**src/rtl/assert_macros.svh**
```systemverilog
// ----------------------------------------------------------------------------
// Assertion macros
// Shared concurrent assertion forms for the RTL. Define ASSERT_OFF to drop
// them from a build.
// ----------------------------------------------------------------------------
`ifndef ASSERT_MACROS_SVH
`define ASSERT_MACROS_SVH
`ifndef ASSERT_OFF
// same-cycle implication
`define ASSERT_IMPL(label, clk, rst, ante, cons, msg) \
  label: assert property (@(posedge clk) disable iff (rst) (ante) |-> (cons)) \
    else $error(msg);
// next-cycle implication
`define ASSERT_NEXT(label, clk, rst, ante, cons, msg) \
  label: assert property (@(posedge clk) disable iff (rst) (ante) |=> (cons)) \
    else $error(msg);
`else
`define ASSERT_IMPL(label, clk, rst, ante, cons, msg)
`define ASSERT_NEXT(label, clk, rst, ante, cons, msg)
`endif
`endif

```
**src/rtl/brrc_pkg.sv**
```systemverilog
// ----------------------------------------------------------------------------
// brrc_pkg
// Types, sizes and codes shared by the banker's resource request checker.
// ----------------------------------------------------------------------------
package brrc_pkg;

  // storage sizes
  localparam int MAX_PROCS = 8;
  localparam int MAX_RES   = 4;

  // field and register widths
  localparam int PROC_W     = 3;
  localparam int RES_W      = 2;
  localparam int AMT_W      = 8;
  localparam int WORK_W     = 11;
  localparam int NP_W       = 4;
  localparam int NR_W       = 3;
  localparam int CFG_IDX_W  = 1;
  localparam int CFG_DATA_W = 4;

  localparam logic [WORK_W-1:0] WORK_MAX = {WORK_W{1'b1}};

  // configuration register indexes
  localparam logic [CFG_IDX_W-1:0] CFG_PROCS     = 1'b0;
  localparam logic [CFG_IDX_W-1:0] CFG_RESOURCES = 1'b1;

  typedef enum logic [1:0] {
    FUNC_LD_FREE  = 2'd0,
    FUNC_LD_CLAIM = 2'd1,
    FUNC_LD_HELD  = 2'd2,
    FUNC_REQ      = 2'd3
  } func_t;

  typedef enum logic [2:0] {
    VERDICT_GRANTED  = 3'd0,
    VERDICT_NEED     = 3'd1,
    VERDICT_FREE     = 3'd2,
    VERDICT_UNSAFE   = 3'd3,
    VERDICT_BAD_PROC = 3'd4
  } verdict_t;

  typedef struct packed {
    func_t              func;
    logic [PROC_W-1:0]  process;
    logic [RES_W-1:0]   resource;
    logic [AMT_W-1:0]   amount;
    logic               last;
  } request_t;

  typedef struct packed {
    logic [PROC_W-1:0] requester;
    verdict_t          verdict;
  } result_t;

  typedef enum logic [2:0] {
    ST_IDLE,
    ST_CHK_RD,
    ST_CHK,
    ST_SCAN_START,
    ST_SCAN,
    ST_FINISH
  } ctl_state_t;

  typedef enum logic [2:0] {
    OP_NONE,
    OP_LD_FREE,
    OP_LD_CLAIM,
    OP_LD_HELD,
    OP_LD_REQ,
    OP_CHECK,
    OP_SCAN_ROW,
    OP_FINISH
  } dp_op_t;

  typedef logic [MAX_RES-1:0][AMT_W-1:0] row_t;

  typedef struct packed {
    dp_op_t            op;
    logic [PROC_W-1:0] rd_row;
    logic [PROC_W-1:0] scan_row;
    logic [PROC_W-1:0] req_proc;
  } dp_cmd_t;

  typedef struct packed {
    logic alloc_ok;
    logic row_ok;
  } dp_stat_t;

endpackage

```
**src/rtl/brrc_datapath.sv**
```systemverilog
// ----------------------------------------------------------------------------
// brrc_datapath
// Free units, request buffer, claim and held tables, safety scan work
// vector and finished flags, with the compare and update logic per command.
// ----------------------------------------------------------------------------
module brrc_datapath (
  input  logic                       clk,
  input  logic                       rst,
  input  brrc_pkg::dp_cmd_t          cmd,
  input  brrc_pkg::request_t         request,
  input  logic [brrc_pkg::NP_W-1:0]  np,
  input  logic [brrc_pkg::NR_W-1:0]  nr,
  output brrc_pkg::dp_stat_t         stat,
  output brrc_pkg::result_t          result,
  output logic                       result_valid
);

  logic [brrc_pkg::AMT_W-1:0]  free_units [brrc_pkg::MAX_RES];
  logic [brrc_pkg::AMT_W-1:0]  req_buf    [brrc_pkg::MAX_RES];
  logic [brrc_pkg::WORK_W-1:0] work       [brrc_pkg::MAX_RES];
  logic [brrc_pkg::MAX_PROCS-1:0] finished;

  // row-wide tables, one lane per resource
  brrc_pkg::row_t claim_mem [brrc_pkg::MAX_PROCS];
  brrc_pkg::row_t held_mem  [brrc_pkg::MAX_PROCS];
  logic [brrc_pkg::MAX_RES-1:0] claim_vld [brrc_pkg::MAX_PROCS];
  logic [brrc_pkg::MAX_RES-1:0] held_vld  [brrc_pkg::MAX_PROCS];
  brrc_pkg::row_t claim_q;
  brrc_pkg::row_t held_q;
  logic [brrc_pkg::MAX_RES-1:0] claim_vq;
  logic [brrc_pkg::MAX_RES-1:0] held_vq;
  brrc_pkg::row_t saved_row;

  brrc_pkg::row_t claim_row;
  brrc_pkg::row_t held_row;
  logic [brrc_pkg::MAX_RES-1:0]   res_mask;
  logic [brrc_pkg::MAX_PROCS-1:0] proc_mask;
  logic [brrc_pkg::MAX_RES-1:0]   need_over;
  logic [brrc_pkg::MAX_RES-1:0]   free_over;
  logic [brrc_pkg::MAX_RES-1:0]   fit;
  logic [brrc_pkg::WORK_W:0]      work_sum [brrc_pkg::MAX_RES];
  logic [brrc_pkg::WORK_W-1:0]    work_sat [brrc_pkg::MAX_RES];
  logic bad_proc;
  logic need_fail;
  logic free_fail;
  logic alloc_ok;
  logic row_ok;
  logic safe;
  brrc_pkg::verdict_t chk_verdict;

  logic [brrc_pkg::PROC_W-1:0]  held_waddr;
  logic [brrc_pkg::MAX_RES-1:0] held_we;
  brrc_pkg::row_t               held_wdata;

  // mask active lanes and rows
  always_comb begin
    for (int j = 0; j < brrc_pkg::MAX_RES; j++) begin
      res_mask[j] = brrc_pkg::NR_W'(j) < nr;
    end
    for (int i = 0; i < brrc_pkg::MAX_PROCS; i++) begin
      proc_mask[i] = brrc_pkg::NP_W'(i) < np;
    end
  end

  // unwritten entries read as zero
  always_comb begin
    for (int j = 0; j < brrc_pkg::MAX_RES; j++) begin
      claim_row[j] = claim_vq[j] ? claim_q[j] : '0;
      held_row[j]  = held_vq[j]  ? held_q[j]  : '0;
    end
  end

  // request check against need and free units
  always_comb begin
    for (int j = 0; j < brrc_pkg::MAX_RES; j++) begin
      need_over[j] = ({1'b0, req_buf[j]} + {1'b0, held_row[j]}) > {1'b0, claim_row[j]};
      free_over[j] = req_buf[j] > free_units[j];
    end
    bad_proc  = !(brrc_pkg::NP_W'(cmd.req_proc) < np);
    need_fail = |(need_over & res_mask);
    free_fail = |(free_over & res_mask);
    alloc_ok  = !bad_proc && !need_fail && !free_fail;
    if (bad_proc) begin
      chk_verdict = brrc_pkg::VERDICT_BAD_PROC;
    end else if (need_fail) begin
      chk_verdict = brrc_pkg::VERDICT_NEED;
    end else begin
      chk_verdict = brrc_pkg::VERDICT_FREE;
    end
  end

  // safety scan row test and saturating work update
  always_comb begin
    for (int j = 0; j < brrc_pkg::MAX_RES; j++) begin
      work_sum[j] = {1'b0, work[j]} + (brrc_pkg::WORK_W+1)'(held_row[j]);
      fit[j]      = (brrc_pkg::WORK_W+1)'(claim_row[j]) <= work_sum[j];
      work_sat[j] = work_sum[j][brrc_pkg::WORK_W] ? brrc_pkg::WORK_MAX
                                                   : work_sum[j][brrc_pkg::WORK_W-1:0];
    end
    row_ok = !finished[cmd.scan_row] && (&(fit | ~res_mask));
    safe   = &(finished | ~proc_mask);
  end

  assign stat.alloc_ok = alloc_ok;
  assign stat.row_ok   = row_ok;

  // held table write port: load, tentative allocation, rollback
  always_comb begin
    held_waddr = cmd.req_proc;
    held_we    = '0;
    held_wdata = saved_row;
    case (cmd.op)
      brrc_pkg::OP_LD_HELD: begin
        held_waddr = request.process;
        held_we[request.resource] = 1'b1;
        for (int j = 0; j < brrc_pkg::MAX_RES; j++) begin
          held_wdata[j] = request.amount;
        end
      end
      brrc_pkg::OP_CHECK: begin
        if (alloc_ok) begin
          held_we = res_mask;
          for (int j = 0; j < brrc_pkg::MAX_RES; j++) begin
            held_wdata[j] = held_row[j] + req_buf[j];
          end
        end
      end
      brrc_pkg::OP_FINISH: begin
        if (!safe) begin
          held_we = res_mask;
        end
      end
      default: begin
        held_we = '0;
      end
    endcase
  end

  // table storage and registered row reads
  always_ff @(posedge clk) begin
    for (int j = 0; j < brrc_pkg::MAX_RES; j++) begin
      if (cmd.op == brrc_pkg::OP_LD_CLAIM && request.resource == brrc_pkg::RES_W'(j)) begin
        claim_mem[request.process][j] <= request.amount;
      end
      if (held_we[j]) begin
        held_mem[held_waddr][j] <= held_wdata[j];
      end
    end
    claim_q <= claim_mem[cmd.rd_row];
    held_q  <= held_mem[cmd.rd_row];
  end

  // valid bits of the tables
  always_ff @(posedge clk) begin
    if (rst) begin
      for (int i = 0; i < brrc_pkg::MAX_PROCS; i++) begin
        claim_vld[i] <= '0;
        held_vld[i]  <= '0;
      end
      claim_vq <= '0;
      held_vq  <= '0;
    end else begin
      if (cmd.op == brrc_pkg::OP_LD_CLAIM) begin
        claim_vld[request.process][request.resource] <= 1'b1;
      end
      held_vld[held_waddr] <= held_vld[held_waddr] | held_we;
      claim_vq <= claim_vld[cmd.rd_row];
      held_vq  <= held_vld[cmd.rd_row];
    end
  end

  // keep the pre-allocation held row for rollback
  always_ff @(posedge clk) begin
    if (cmd.op == brrc_pkg::OP_CHECK) begin
      saved_row <= held_row;
    end
  end

  // free units, request buffer, work vector, finished flags
  always_ff @(posedge clk) begin
    if (rst) begin
      for (int j = 0; j < brrc_pkg::MAX_RES; j++) begin
        free_units[j] <= '0;
        req_buf[j]    <= '0;
        work[j]       <= '0;
      end
      finished <= '0;
    end else begin
      case (cmd.op)
        brrc_pkg::OP_LD_FREE: begin
          free_units[request.resource] <= request.amount;
        end
        brrc_pkg::OP_LD_REQ: begin
          req_buf[request.resource] <= request.amount;
        end
        brrc_pkg::OP_CHECK: begin
          if (alloc_ok) begin
            for (int j = 0; j < brrc_pkg::MAX_RES; j++) begin
              if (res_mask[j]) begin
                free_units[j] <= free_units[j] - req_buf[j];
              end
              work[j] <= brrc_pkg::WORK_W'(free_units[j] - req_buf[j]);
            end
            finished <= '0;
          end else begin
            for (int j = 0; j < brrc_pkg::MAX_RES; j++) begin
              req_buf[j] <= '0;
            end
          end
        end
        brrc_pkg::OP_SCAN_ROW: begin
          if (row_ok) begin
            for (int j = 0; j < brrc_pkg::MAX_RES; j++) begin
              if (res_mask[j]) begin
                work[j] <= work_sat[j];
              end
            end
            finished[cmd.scan_row] <= 1'b1;
          end
        end
        brrc_pkg::OP_FINISH: begin
          for (int j = 0; j < brrc_pkg::MAX_RES; j++) begin
            if (!safe && res_mask[j]) begin
              free_units[j] <= free_units[j] + req_buf[j];
            end
            req_buf[j] <= '0;
          end
        end
        default: begin
          finished <= finished;
        end
      endcase
    end
  end

  // drive the result strobe for one cycle
  always_ff @(posedge clk) begin
    if (rst) begin
      result_valid <= 1'b0;
    end else begin
      result_valid <= (cmd.op == brrc_pkg::OP_CHECK && !alloc_ok) ||
                      (cmd.op == brrc_pkg::OP_FINISH);
    end
  end

  always_ff @(posedge clk) begin
    result.requester <= cmd.req_proc;
    if (cmd.op == brrc_pkg::OP_FINISH) begin
      result.verdict <= safe ? brrc_pkg::VERDICT_GRANTED : brrc_pkg::VERDICT_UNSAFE;
    end else begin
      result.verdict <= chk_verdict;
    end
  end

endmodule

```
**src/rtl/brrc_ctrl.sv**
```systemverilog
// ----------------------------------------------------------------------------
// brrc_ctrl
// Sequencer: decodes accepted requests, walks the check and the safety scan
// passes over the process rows, and issues datapath commands.
// ----------------------------------------------------------------------------
module brrc_ctrl (
  input  logic                      clk,
  input  logic                      rst,
  input  logic                      start,
  input  brrc_pkg::request_t        request,
  input  logic [brrc_pkg::NP_W-1:0] np,
  input  brrc_pkg::dp_stat_t        stat,
  output brrc_pkg::dp_cmd_t         cmd,
  output logic                      busy
);

  brrc_pkg::ctl_state_t state;
  brrc_pkg::ctl_state_t state_next;
  logic [brrc_pkg::PROC_W-1:0] row;
  logic [brrc_pkg::PROC_W-1:0] row_next;
  logic [brrc_pkg::PROC_W-1:0] req_proc;
  logic [brrc_pkg::PROC_W-1:0] last_row;
  logic progress;
  logic progress_next;
  logic take;
  logic pass_end;

  assign take     = start && (state == brrc_pkg::ST_IDLE);
  assign last_row = brrc_pkg::PROC_W'(np - brrc_pkg::NP_W'(1));
  assign pass_end = (row == last_row);

  // next state
  always_comb begin
    state_next = state;
    case (state)
      brrc_pkg::ST_IDLE: begin
        if (take && request.func == brrc_pkg::FUNC_REQ && request.last) begin
          state_next = brrc_pkg::ST_CHK_RD;
        end
      end
      brrc_pkg::ST_CHK_RD: begin
        state_next = brrc_pkg::ST_CHK;
      end
      brrc_pkg::ST_CHK: begin
        state_next = stat.alloc_ok ? brrc_pkg::ST_SCAN_START : brrc_pkg::ST_IDLE;
      end
      brrc_pkg::ST_SCAN_START: begin
        state_next = brrc_pkg::ST_SCAN;
      end
      brrc_pkg::ST_SCAN: begin
        if (pass_end && !(progress || stat.row_ok)) begin
          state_next = brrc_pkg::ST_FINISH;
        end
      end
      brrc_pkg::ST_FINISH: begin
        state_next = brrc_pkg::ST_IDLE;
      end
      default: begin
        state_next = brrc_pkg::ST_IDLE;
      end
    endcase
  end

  // row walk and pass progress
  always_comb begin
    row_next      = row;
    progress_next = progress;
    case (state)
      brrc_pkg::ST_SCAN_START: begin
        row_next      = '0;
        progress_next = 1'b0;
      end
      brrc_pkg::ST_SCAN: begin
        if (pass_end) begin
          row_next      = '0;
          progress_next = 1'b0;
        end else begin
          row_next      = row + brrc_pkg::PROC_W'(1);
          progress_next = progress || stat.row_ok;
        end
      end
      default: begin
        row_next = row;
      end
    endcase
  end

  // outputs
  always_comb begin
    cmd.op       = brrc_pkg::OP_NONE;
    cmd.rd_row   = req_proc;
    cmd.scan_row = row;
    cmd.req_proc = req_proc;
    busy         = (state != brrc_pkg::ST_IDLE);
    case (state)
      brrc_pkg::ST_IDLE: begin
        if (take) begin
          case (request.func)
            brrc_pkg::FUNC_LD_FREE:  cmd.op = brrc_pkg::OP_LD_FREE;
            brrc_pkg::FUNC_LD_CLAIM: cmd.op = brrc_pkg::OP_LD_CLAIM;
            brrc_pkg::FUNC_LD_HELD:  cmd.op = brrc_pkg::OP_LD_HELD;
            brrc_pkg::FUNC_REQ:      cmd.op = brrc_pkg::OP_LD_REQ;
            default:                 cmd.op = brrc_pkg::OP_NONE;
          endcase
        end
      end
      brrc_pkg::ST_CHK: begin
        cmd.op = brrc_pkg::OP_CHECK;
      end
      brrc_pkg::ST_SCAN_START: begin
        cmd.rd_row = row_next;
      end
      brrc_pkg::ST_SCAN: begin
        cmd.op     = brrc_pkg::OP_SCAN_ROW;
        cmd.rd_row = row_next;
      end
      brrc_pkg::ST_FINISH: begin
        cmd.op = brrc_pkg::OP_FINISH;
      end
      default: begin
        cmd.op = brrc_pkg::OP_NONE;
      end
    endcase
  end

  // state registers
  always_ff @(posedge clk) begin
    if (rst) begin
      state    <= brrc_pkg::ST_IDLE;
      row      <= '0;
      progress <= 1'b0;
      req_proc <= '0;
    end else begin
      state    <= state_next;
      row      <= row_next;
      progress <= progress_next;
      if (take && request.func == brrc_pkg::FUNC_REQ && request.last) begin
        req_proc <= request.process;
      end
    end
  end

endmodule

```
**src/rtl/bankers_resource_request_check.sv**
```systemverilog
// ----------------------------------------------------------------------------
// bankers_resource_request_check
// Banker's deadlock avoidance unit: table loads, request check, safety scan.
// ----------------------------------------------------------------------------
// A request is taken on a clock edge with start high and busy low. Loads of
// free units, max claim and held units, and request elements without the
// last mark, keep busy low. An element marked last raises busy: a denial for
// bad process, exceeding need or exceeding free units ends after the check;
// otherwise the safety scan follows, reading one process row of the claim and
// held tables per cycle, in 1 to N+1 passes over the N active process rows.
// The verdict shows on result with result_valid high for exactly one cycle,
// the first cycle after busy falls; it is not held, so the receiver must take
// it then. Configuration is to be written with cfg_we only while busy is low;
// the block itself does not enforce this.
`include "assert_macros.svh"

module bankers_resource_request_check (
  input  logic                            clk,
  input  logic                            rst,
  input  logic                            start,
  input  brrc_pkg::request_t              request,
  output logic                            busy,
  output brrc_pkg::result_t               result,
  output logic                            result_valid,
  input  logic                            cfg_we,
  input  logic [brrc_pkg::CFG_IDX_W-1:0]  cfg_index,
  input  logic [brrc_pkg::CFG_DATA_W-1:0] cfg_data
);

  logic [brrc_pkg::NP_W-1:0] np;
  logic [brrc_pkg::NR_W-1:0] nr;
  logic [brrc_pkg::NP_W-1:0] np_wr;
  logic [brrc_pkg::NR_W-1:0] nr_wr;
  brrc_pkg::dp_cmd_t  cmd;
  brrc_pkg::dp_stat_t stat;
  logic last_take;

  // clamp written counts to 1..max
  always_comb begin
    if (cfg_data == '0) begin
      np_wr = brrc_pkg::NP_W'(1);
    end else if (cfg_data > brrc_pkg::NP_W'(brrc_pkg::MAX_PROCS)) begin
      np_wr = brrc_pkg::NP_W'(brrc_pkg::MAX_PROCS);
    end else begin
      np_wr = cfg_data;
    end
    if (cfg_data[brrc_pkg::NR_W-1:0] == '0) begin
      nr_wr = brrc_pkg::NR_W'(1);
    end else if (cfg_data[brrc_pkg::NR_W-1:0] > brrc_pkg::NR_W'(brrc_pkg::MAX_RES)) begin
      nr_wr = brrc_pkg::NR_W'(brrc_pkg::MAX_RES);
    end else begin
      nr_wr = cfg_data[brrc_pkg::NR_W-1:0];
    end
  end

  // active counts
  always_ff @(posedge clk) begin
    if (rst) begin
      np <= brrc_pkg::NP_W'(brrc_pkg::MAX_PROCS);
      nr <= brrc_pkg::NR_W'(brrc_pkg::MAX_RES);
    end else if (cfg_we) begin
      case (cfg_index)
        brrc_pkg::CFG_PROCS:     np <= np_wr;
        brrc_pkg::CFG_RESOURCES: nr <= nr_wr;
        default:                 np <= np;
      endcase
    end
  end

  brrc_ctrl u_ctrl (
    .clk     (clk),
    .rst     (rst),
    .start   (start),
    .request (request),
    .np      (np),
    .stat    (stat),
    .cmd     (cmd),
    .busy    (busy)
  );

  brrc_datapath u_datapath (
    .clk          (clk),
    .rst          (rst),
    .cmd          (cmd),
    .request      (request),
    .np           (np),
    .nr           (nr),
    .stat         (stat),
    .result       (result),
    .result_valid (result_valid)
  );

  // final request element taken this cycle
  assign last_take = start && !busy && request.func == brrc_pkg::FUNC_REQ && request.last;

  // a verdict only appears once the sequencer is back to idle
  `ASSERT_IMPL(a_result_idle, clk, rst, result_valid, !busy, "result while busy")
  // a final request element always starts a check
  `ASSERT_NEXT(a_last_busy, clk, rst, last_take, busy, "last element did not start check")
  // verdicts are never back to back
  `ASSERT_NEXT(a_single_result, clk, rst, result_valid, !result_valid, "repeated result strobe")

endmodule

```
**config.mk**
```make
export PLATFORM = sky130hd
export DESIGN_NAME = bankers_resource_request_check
export DESIGN_NICKNAME = d
export VERILOG_FILES = /design/src/rtl/brrc_pkg.sv /design/src/rtl/brrc_datapath.sv /design/src/rtl/brrc_ctrl.sv /design/src/rtl/bankers_resource_request_check.sv
export VERILOG_INCLUDE_DIRS = /design/src /design/src/rtl
export SDC_FILE = /design/constraint.sdc
export NUM_CORES = 1
export LEC_CHECK = 0
export BUFFER_PORTS_ARGS = -buffer_cell sky130_fd_sc_hd__buf_2
export CORE_AREA = 3 3 289 291
export CTS_CLUSTER_SIZE = 12
export DETAILED_ROUTE_END_ITERATION = 16
export DIE_AREA = 0 0 292 294
export PLACE_DENSITY = 0.68
export RECOVER_POWER = 100
export SLEW_MARGIN = 40
export SYNTH_ARGS = -nofsm -noshare
export SYNTH_HDL_FRONTEND = slang
export SYNTH_SLANG_ARGS = --single-unit
```
**constraint.sdc**
```tcl
create_clock -name clk -period 5.18 [get_ports clk]
set_clock_uncertainty 0.1 [all_clocks]
set_input_delay 0.777 -clock clk [delete_from_list [all_inputs] [get_ports clk]]
set_output_delay 0.777 -clock clk [all_outputs]
set_load 0.01 [all_outputs]
```
### After elaboration in Yosys (flattened, before gate mapping)

Memories as Yosys holds them, arrays and structs flattened. A register that Yosys moved wholly into a read port is not among the register bits.
Cells that the tools add are included.

| word-level totals | value |
|---|---|
| register bits | 64 |
| bits in writable memories | 684 |
| bits of input ports | 25 |
| output and inout port bits | 8 |
| logic and storage cells | 355 |
| memories | 7 |

| cells by class | value |
|---|---|
| add/subtract/negate cells | 26 |
| order comparisons | 31 |
| equal/unequal tests | 23 |
| multiplexer cells | 174 |
| bitwise logic cells | 33 |
| reduce and logical (&&, ||, !) cells | 47 |

Memory list:

| name | words | bits a word | read ports | clocked after Yosys merged registers in | wr ports | RTL line | RTL |
|---|---|---|---|---|---|---|---|
| u_datapath.claim_mem | 8 | 32 | 1 | 1 | 1 | brrc_datapath.sv:24 | `brrc_pkg::row_t claim_mem [brrc_pkg::MAX_PROCS];` |
| u_datapath.held_mem | 8 | 32 | 1 | 1 | 1 | brrc_datapath.sv:25 | `brrc_pkg::row_t held_mem [brrc_pkg::MAX_PROCS];` |
| u_datapath.work | 4 | 11 | 4 | 0 | 4 | brrc_datapath.sv:20 | `logic [brrc_pkg::WORK_W-1:0] work [brrc_pkg::MAX_RES];` |
| u_datapath.claim_vld | 8 | 4 | 1 | 1 | 8 | brrc_datapath.sv:26 | `logic [brrc_pkg::MAX_RES-1:0] claim_vld [brrc_pkg::MAX_PROCS];` |
| u_datapath.free_units | 4 | 8 | 4 | 0 | 4 | brrc_datapath.sv:18 | `logic [brrc_pkg::AMT_W-1:0] free_units [brrc_pkg::MAX_RES];` |
| u_datapath.held_vld | 8 | 4 | 2 | 1 | 8 | brrc_datapath.sv:27 | `logic [brrc_pkg::MAX_RES-1:0] held_vld [brrc_pkg::MAX_PROCS];` |
| 1 more memories | -- | -- | -- | -- | -- | -- |  |

Operators with widths:

| kind | number |
|---|---|
| $mux 8 | 28 |
| $mux 11 | 12 |
| $mux 1 | 97 |
| $add 8x8->8 | 8 |
| $pmux 32 s2 | 1 |
| $add 11x8->12 | 4 |
| $le 8x12->1 | 4 |
| $add 8x8->9 | 4 |
| $gt 9x8->1 | 4 |
| $mux 3 | 12 |
| $sub 8x8->9 | 4 |
| $gt 8x8->1 | 4 |
| $mux 32 | 1 |
| $mux 4 | 8 |
| $sub 8x8->8 | 4 |
| $or 1x1->1 | 24 |
| $pmux 3 s4 | 2 |
| $eq 3x3->1 const B | 6 |
| $logic_and 1x1->1 | 18 |
| $lt 3x4->1 const A | 4 |
| $or 8x8->8 | 2 |
| $pmux 8 s2 | 1 |
| $reduce_or 4->1 | 4 |
| $reduce_or 8->1 | 2 |
| 45 further kinds | 76 |

### Longest topological paths before layout

| depth | value |
|---|---|
| depth after elaboration | 15 |
| depth in mapped cells | 24 |
| depth with buffers taken out | 19 |

### Cells and area by module

From an unflattened synthesis, not the netlist that was laid out.

| second synthesis, totals | value |
|---|---|
| cell total of the unflattened synthesis | 2979 |
| area total of the unflattened synthesis | 39784.4 um^2 |

Modules (own cells, without submodules):

| module | times used | cells an instance | area each (um^2) |
|---|---|---|---|
| brrc_datapath | 1 | 2876 | 38849.8 |
| brrc_ctrl | 1 | 71 | 641.9 |
| bankers_resource_request_check | 1 | 32 | 292.8 |

### Worst setup path after synthesis

OpenSTA, ideal clock, no wires.

| timing path | value |
|---|---|
| path type | register to register |
| start | reg u_datapath.held_vq[3] (netlist name) (read register of u_datapath.held_vld) |
| end | mem u_datapath.held_mem[0][0] (netlist name) (enable) |
| library setup time | 385 ps |
| arrival | 5042 ps |
| slack | -347 ps |
| stages on the path, launching flop included | 23 |
| path buffers | 3 |
| cell sequence | dfxtp_1 > buf_2 > buf_2 > and2_1 > ha_1 > maj3_2 > maj3_2 > maj3_2 > maj3_2 > a21o_1 > a21oi_1 > xnor2_1 > ha_1 > a211oi_1 > o211ai_1 > a31oi_1 > o31ai_1 > nand2_1 > nor3b_1 > and4_1 > buf_4 > o22ai_1 > a21boi_0 |

RTL lines:

| element | RTL line | RTL |
|---|---|---|
| start, declared | brrc_datapath.sv:31 | `logic [brrc_pkg::MAX_RES-1:0] held_vq;` |
| end, declared | brrc_datapath.sv:25 |  |

==> results.sh <==
export IMPL_viasPerCell=5.96
export IMPL_max_freq_mhz=190
export IMPL_io_pins=33
export IMPL_hold_depth=1
export IMPL_insertion_delay_ns=0.66
export IMPL_vias=30800
export IMPL_area_growth_pct=16.2
export IMPL_power_per_cell_area_nw_per_um2=316
export IMPL_rr_worst_depth=20
export IMPL_finalHoldViolations=0
export IMPL_ys_ff_latch=820
export IMPL_total_power_mw=14.9
export IMPL_drc_errors=0
export IMPL_synthTopCellsByCount="nand2_1, edfxtp_1, nand3_1"
export IMPL_overflow=0
export IMPL_period_needed_ns=5.27
export IMPL_syn_nets=4068
export IMPL_core_sq_um=80800
export IMPL_clock_sinks=820
export IMPL_post_synth_top_count_cell="nand2_1"
export IMPL_drtIter0Drc=3142
export IMPL_place_ws_ns=-0.424
export IMPL_synthCells=3862
export IMPL_synth_top_area_frac=0.506
export IMPL_setup_viol=215
export IMPL_syn_avg_cell_area_sq_um=10.5
export IMPL_fp_dieW_um=292
export IMPL_relSlewSlack=0.229
export IMPL_holdCritPathClass="register to register"
export IMPL_ys_async_sr_fraction=0
export IMPL_drive_gt1_frac=0.146
export IMPL_crit_arrival_ns=5.52
export IMPL_synth_distinct_cells=93
export IMPL_die_area_sq_um=85800
export IMPL_grt_use_met1=0.371
export IMPL_worst_slew_pin_slew_ns=1.16
export IMPL_final_nets=4242
export IMPL_place_inst=4978
export IMPL_seq_area_frac_synth=0.573
export IMPL_hold_end="u_ctrl.state[0]"
export IMPL_worstPathMaxFanout=8
export IMPL_wl_per_cell_um=23.0
export IMPL_synthesis_area_sq_um=40600
export IMPL_initial_utilization=0.502
export IMPL_yosysTopAreaCell="edfxtp_1"
export IMPL_min_from="u_ctrl.progress"
export IMPL_maxCapViolations=0
export IMPL_grt_max_degree=159
export IMPL_grt_use_total=0.271
export IMPL_dr_pass1_iters=5
export IMPL_rr_startpoint="u_datapath.held_vq[1]"
export IMPL_crit_required_ns=5.43
export IMPL_grt_use_met3=0.0489
export IMPL_synth_area_leaders="edfxtp_1, nand2_1, dfxtp_1"
export IMPL_whs_ns=0.353
export IMPL_antenna_found_initial=3
export IMPL_dp_hpwl_um=80800
export IMPL_drv_slew=0
export IMPL_num_rows=104
export IMPL_synth_main_ff_cell="edfxtp_1"
export IMPL_ir_drop_mv=0.375
export IMPL_p_clk_frac=0.402
export IMPL_violations="setup timing"
export IMPL_synth_edff_count=684
export IMPL_cts_tree="yes"
export IMPL_start_kind="register"
export IMPL_cts_htree_levels=3
export IMPL_r2r_setup_slack_ns=-0.09
export IMPL_n_fill_cell=6648
export IMPL_switchingPower_mw=3.65
export IMPL_cts_path_max_buffers=3
export IMPL_stdcell_count=5171
export IMPL_worst_slack_ns=-0.0924
export IMPL_path_class="register to register"
export IMPL_portBuffers=32
export IMPL_final_setup_tns_ns=-7.75
export IMPL_end_kind="register"
export IMPL_place_area_sq_um=43500
export IMPL_totalWireLength_um=119000
export IMPL_ys_warn_count=0
export IMPL_seqPwrFrac=0.493
export IMPL_busiest_layer="met2"
export IMPL_p_leak_nw=17.8
export IMPL_rsz0062_at_grt="yes"
export IMPL_grtUsageMet2=0.424
export IMPL_clkTransAtPathRegs_ns=0.06
export IMPL_finalCritPeriodShare=1.02
export IMPL_root_buffer="clkbuf_16"
export IMPL_status="finished, violations left"
export IMPL_numCtsBuffers=85
export IMPL_r2r_end="u_datapath.held_mem[0][16]"
export IMPL_gp_congestion=1.01
export IMPL_antenna_left=0
export IMPL_grt_first_pass_wirelength_um=177000
export IMPL_grt_pass1_vias=29300
export IMPL_fin_area_sq_um=47100
export IMPL_p_int_mw=11.3
export IMPL_combPwrFrac=0.105
export IMPL_die_y_um=294
export IMPL_p_sw_frac=0.245
export IMPL_post_route_util=0.583
[sequential cells by signal, indices dropped and copies added (netlist names)]
name	cells
u_datapath.saved_row	32
u_datapath.claim_q	32
np	4
nr	3
u_ctrl.row	3
u_ctrl.progress	1
u_ctrl.req_proc	3
u_datapath.result_valid	1
u_datapath.claim_vq	4
u_datapath.held_vld	32
u_datapath.work	44
u_datapath.held_q	32
u_ctrl.state	3
u_datapath.free_units	32
u_datapath.finished	8
u_datapath.result	6
u_datapath.req_buf	32
u_datapath.claim_vld	32
u_datapath.held_vq	4
u_datapath.claim_mem	256
u_datapath.held_mem	256
[how the worst max path moves through the flow]
stage	endpoint	slack [ns]	depth (start not counted)	from
2_1_floorplan	u_datapath.held_mem[0][0]	-0.07	20	u_datapath.held_vq[1]
3_3_place_gp	u_datapath.work[0][8]	-0.36	19	u_datapath.held_vq[1]
3_5_place_dp	u_datapath.work[0][8]	-0.42	19	u_datapath.held_vq[1]
4_1_cts	u_datapath.held_mem[0][1]	0.005	20	u_datapath.held_vq[1]
5_1_grt	u_datapath.held_mem[0][1]	-0.19	20	u_datapath.held_vq[1]
6_report	u_datapath.held_mem[0][16]	-0.09	20	u_datapath.held_vq[1]
[layout by cell type, fill, tap and decap left out, drive strengths merged, types with 26 or more instances in the layout]
| cell type | count |
|---|---|
| nor2b | 30 |
| o21ai | 164 |
| o22ai | 34 |
| nor2 | 238 |
| xnor2 | 95 |
| a21oi | 182 |
| nor3 | 37 |
| nand2b | 32 |
| and2 | 89 |
| dfxtp | 136 |
| xor2 | 29 |
| clkbuf | 140 |
| a21o | 38 |
| o21a | 26 |
| nand3 | 352 |
| edfxtp | 684 |
| nand2 | 739 |
| ha | 173 |
| inv | 134 |
| buf | 294 |
| a21boi | 28 |
[area by class of cell]
type,count,area [sq um],share of cell area
multi-input combinational,2697,16700,0.354
tap,1060,1330,0.0281
clock buffer,136,2390,0.0507
inverter,134,503,0.0107
sequential,820,23300,0.494
timing repair buffer,298,2650,0.0562
clock inverter,24,334,0.00709
antenna,2,5.00,0.000106
[logic make-up (layout without fill, tap and decap cells)]
kind of cell    after synthesis  after routing  share of synthesized area
mux                          11             11                    0.00284
fa+ha+maj                   196            196                     0.0612
xor+xnor                    125            125                     0.0274
flops                       820            820                      0.573
simple gates               1626           1627                      0.181
compound gates              738            738                      0.121
other cells                   0              2                          0
buf+inv                     346            592                     0.0333
[per-layer routing]
layer  vias to the layer above  part of all wire
met5                         -           0.00017
met4                         2             0.046
met3                       282             0.084
met2                      1377              0.45
met1                     14900              0.42
li1                      14300                 -
[power groups by stage]
stage	logic, mW	registers, mW	clock network (mW)
final	1.57	7.35	5.99
after global routing	1.70	7.35	6.31
after CTS	1.45	7.34	6.06
after detailed placement	1.41	7.48	0
after global placement	1.40	7.48	0
after floorplan	0.895	7.44	0
[timing repair]
| action | CTS | global route |
|---|---|---|
| buffers inserted | 6 | 21 |
| cloned | 0 | 3 |
| gates resized for setup | 21 | 117 |
| pin swaps | 23 | 53 |
| endpoints found under the setup margin | 700 | 724 |
| hold buffers | 0 | 0 |
[critical path, cell delays in order, from the launching register on]
cell       delay, ns
dfxtp_4         0.35
and2_4          0.15
ha_4            0.15
maj3_2          0.30
maj3_2          0.31
maj3_2          0.31
maj3_2          0.31
a21o_1          0.17
a21oi_2         0.13
xnor2_1         0.15
ha_1            0.27
a21o_1          0.21
a2111oi_4       0.36
o21ai_4         0.13
a21oi_2         0.18
o211a_1         0.25
buf_6           0.13
nand3_4         0.08
a21o_4          0.29
buf_12          0.16
a221o_2         0.47
Power figures use the tool's default switching activity.
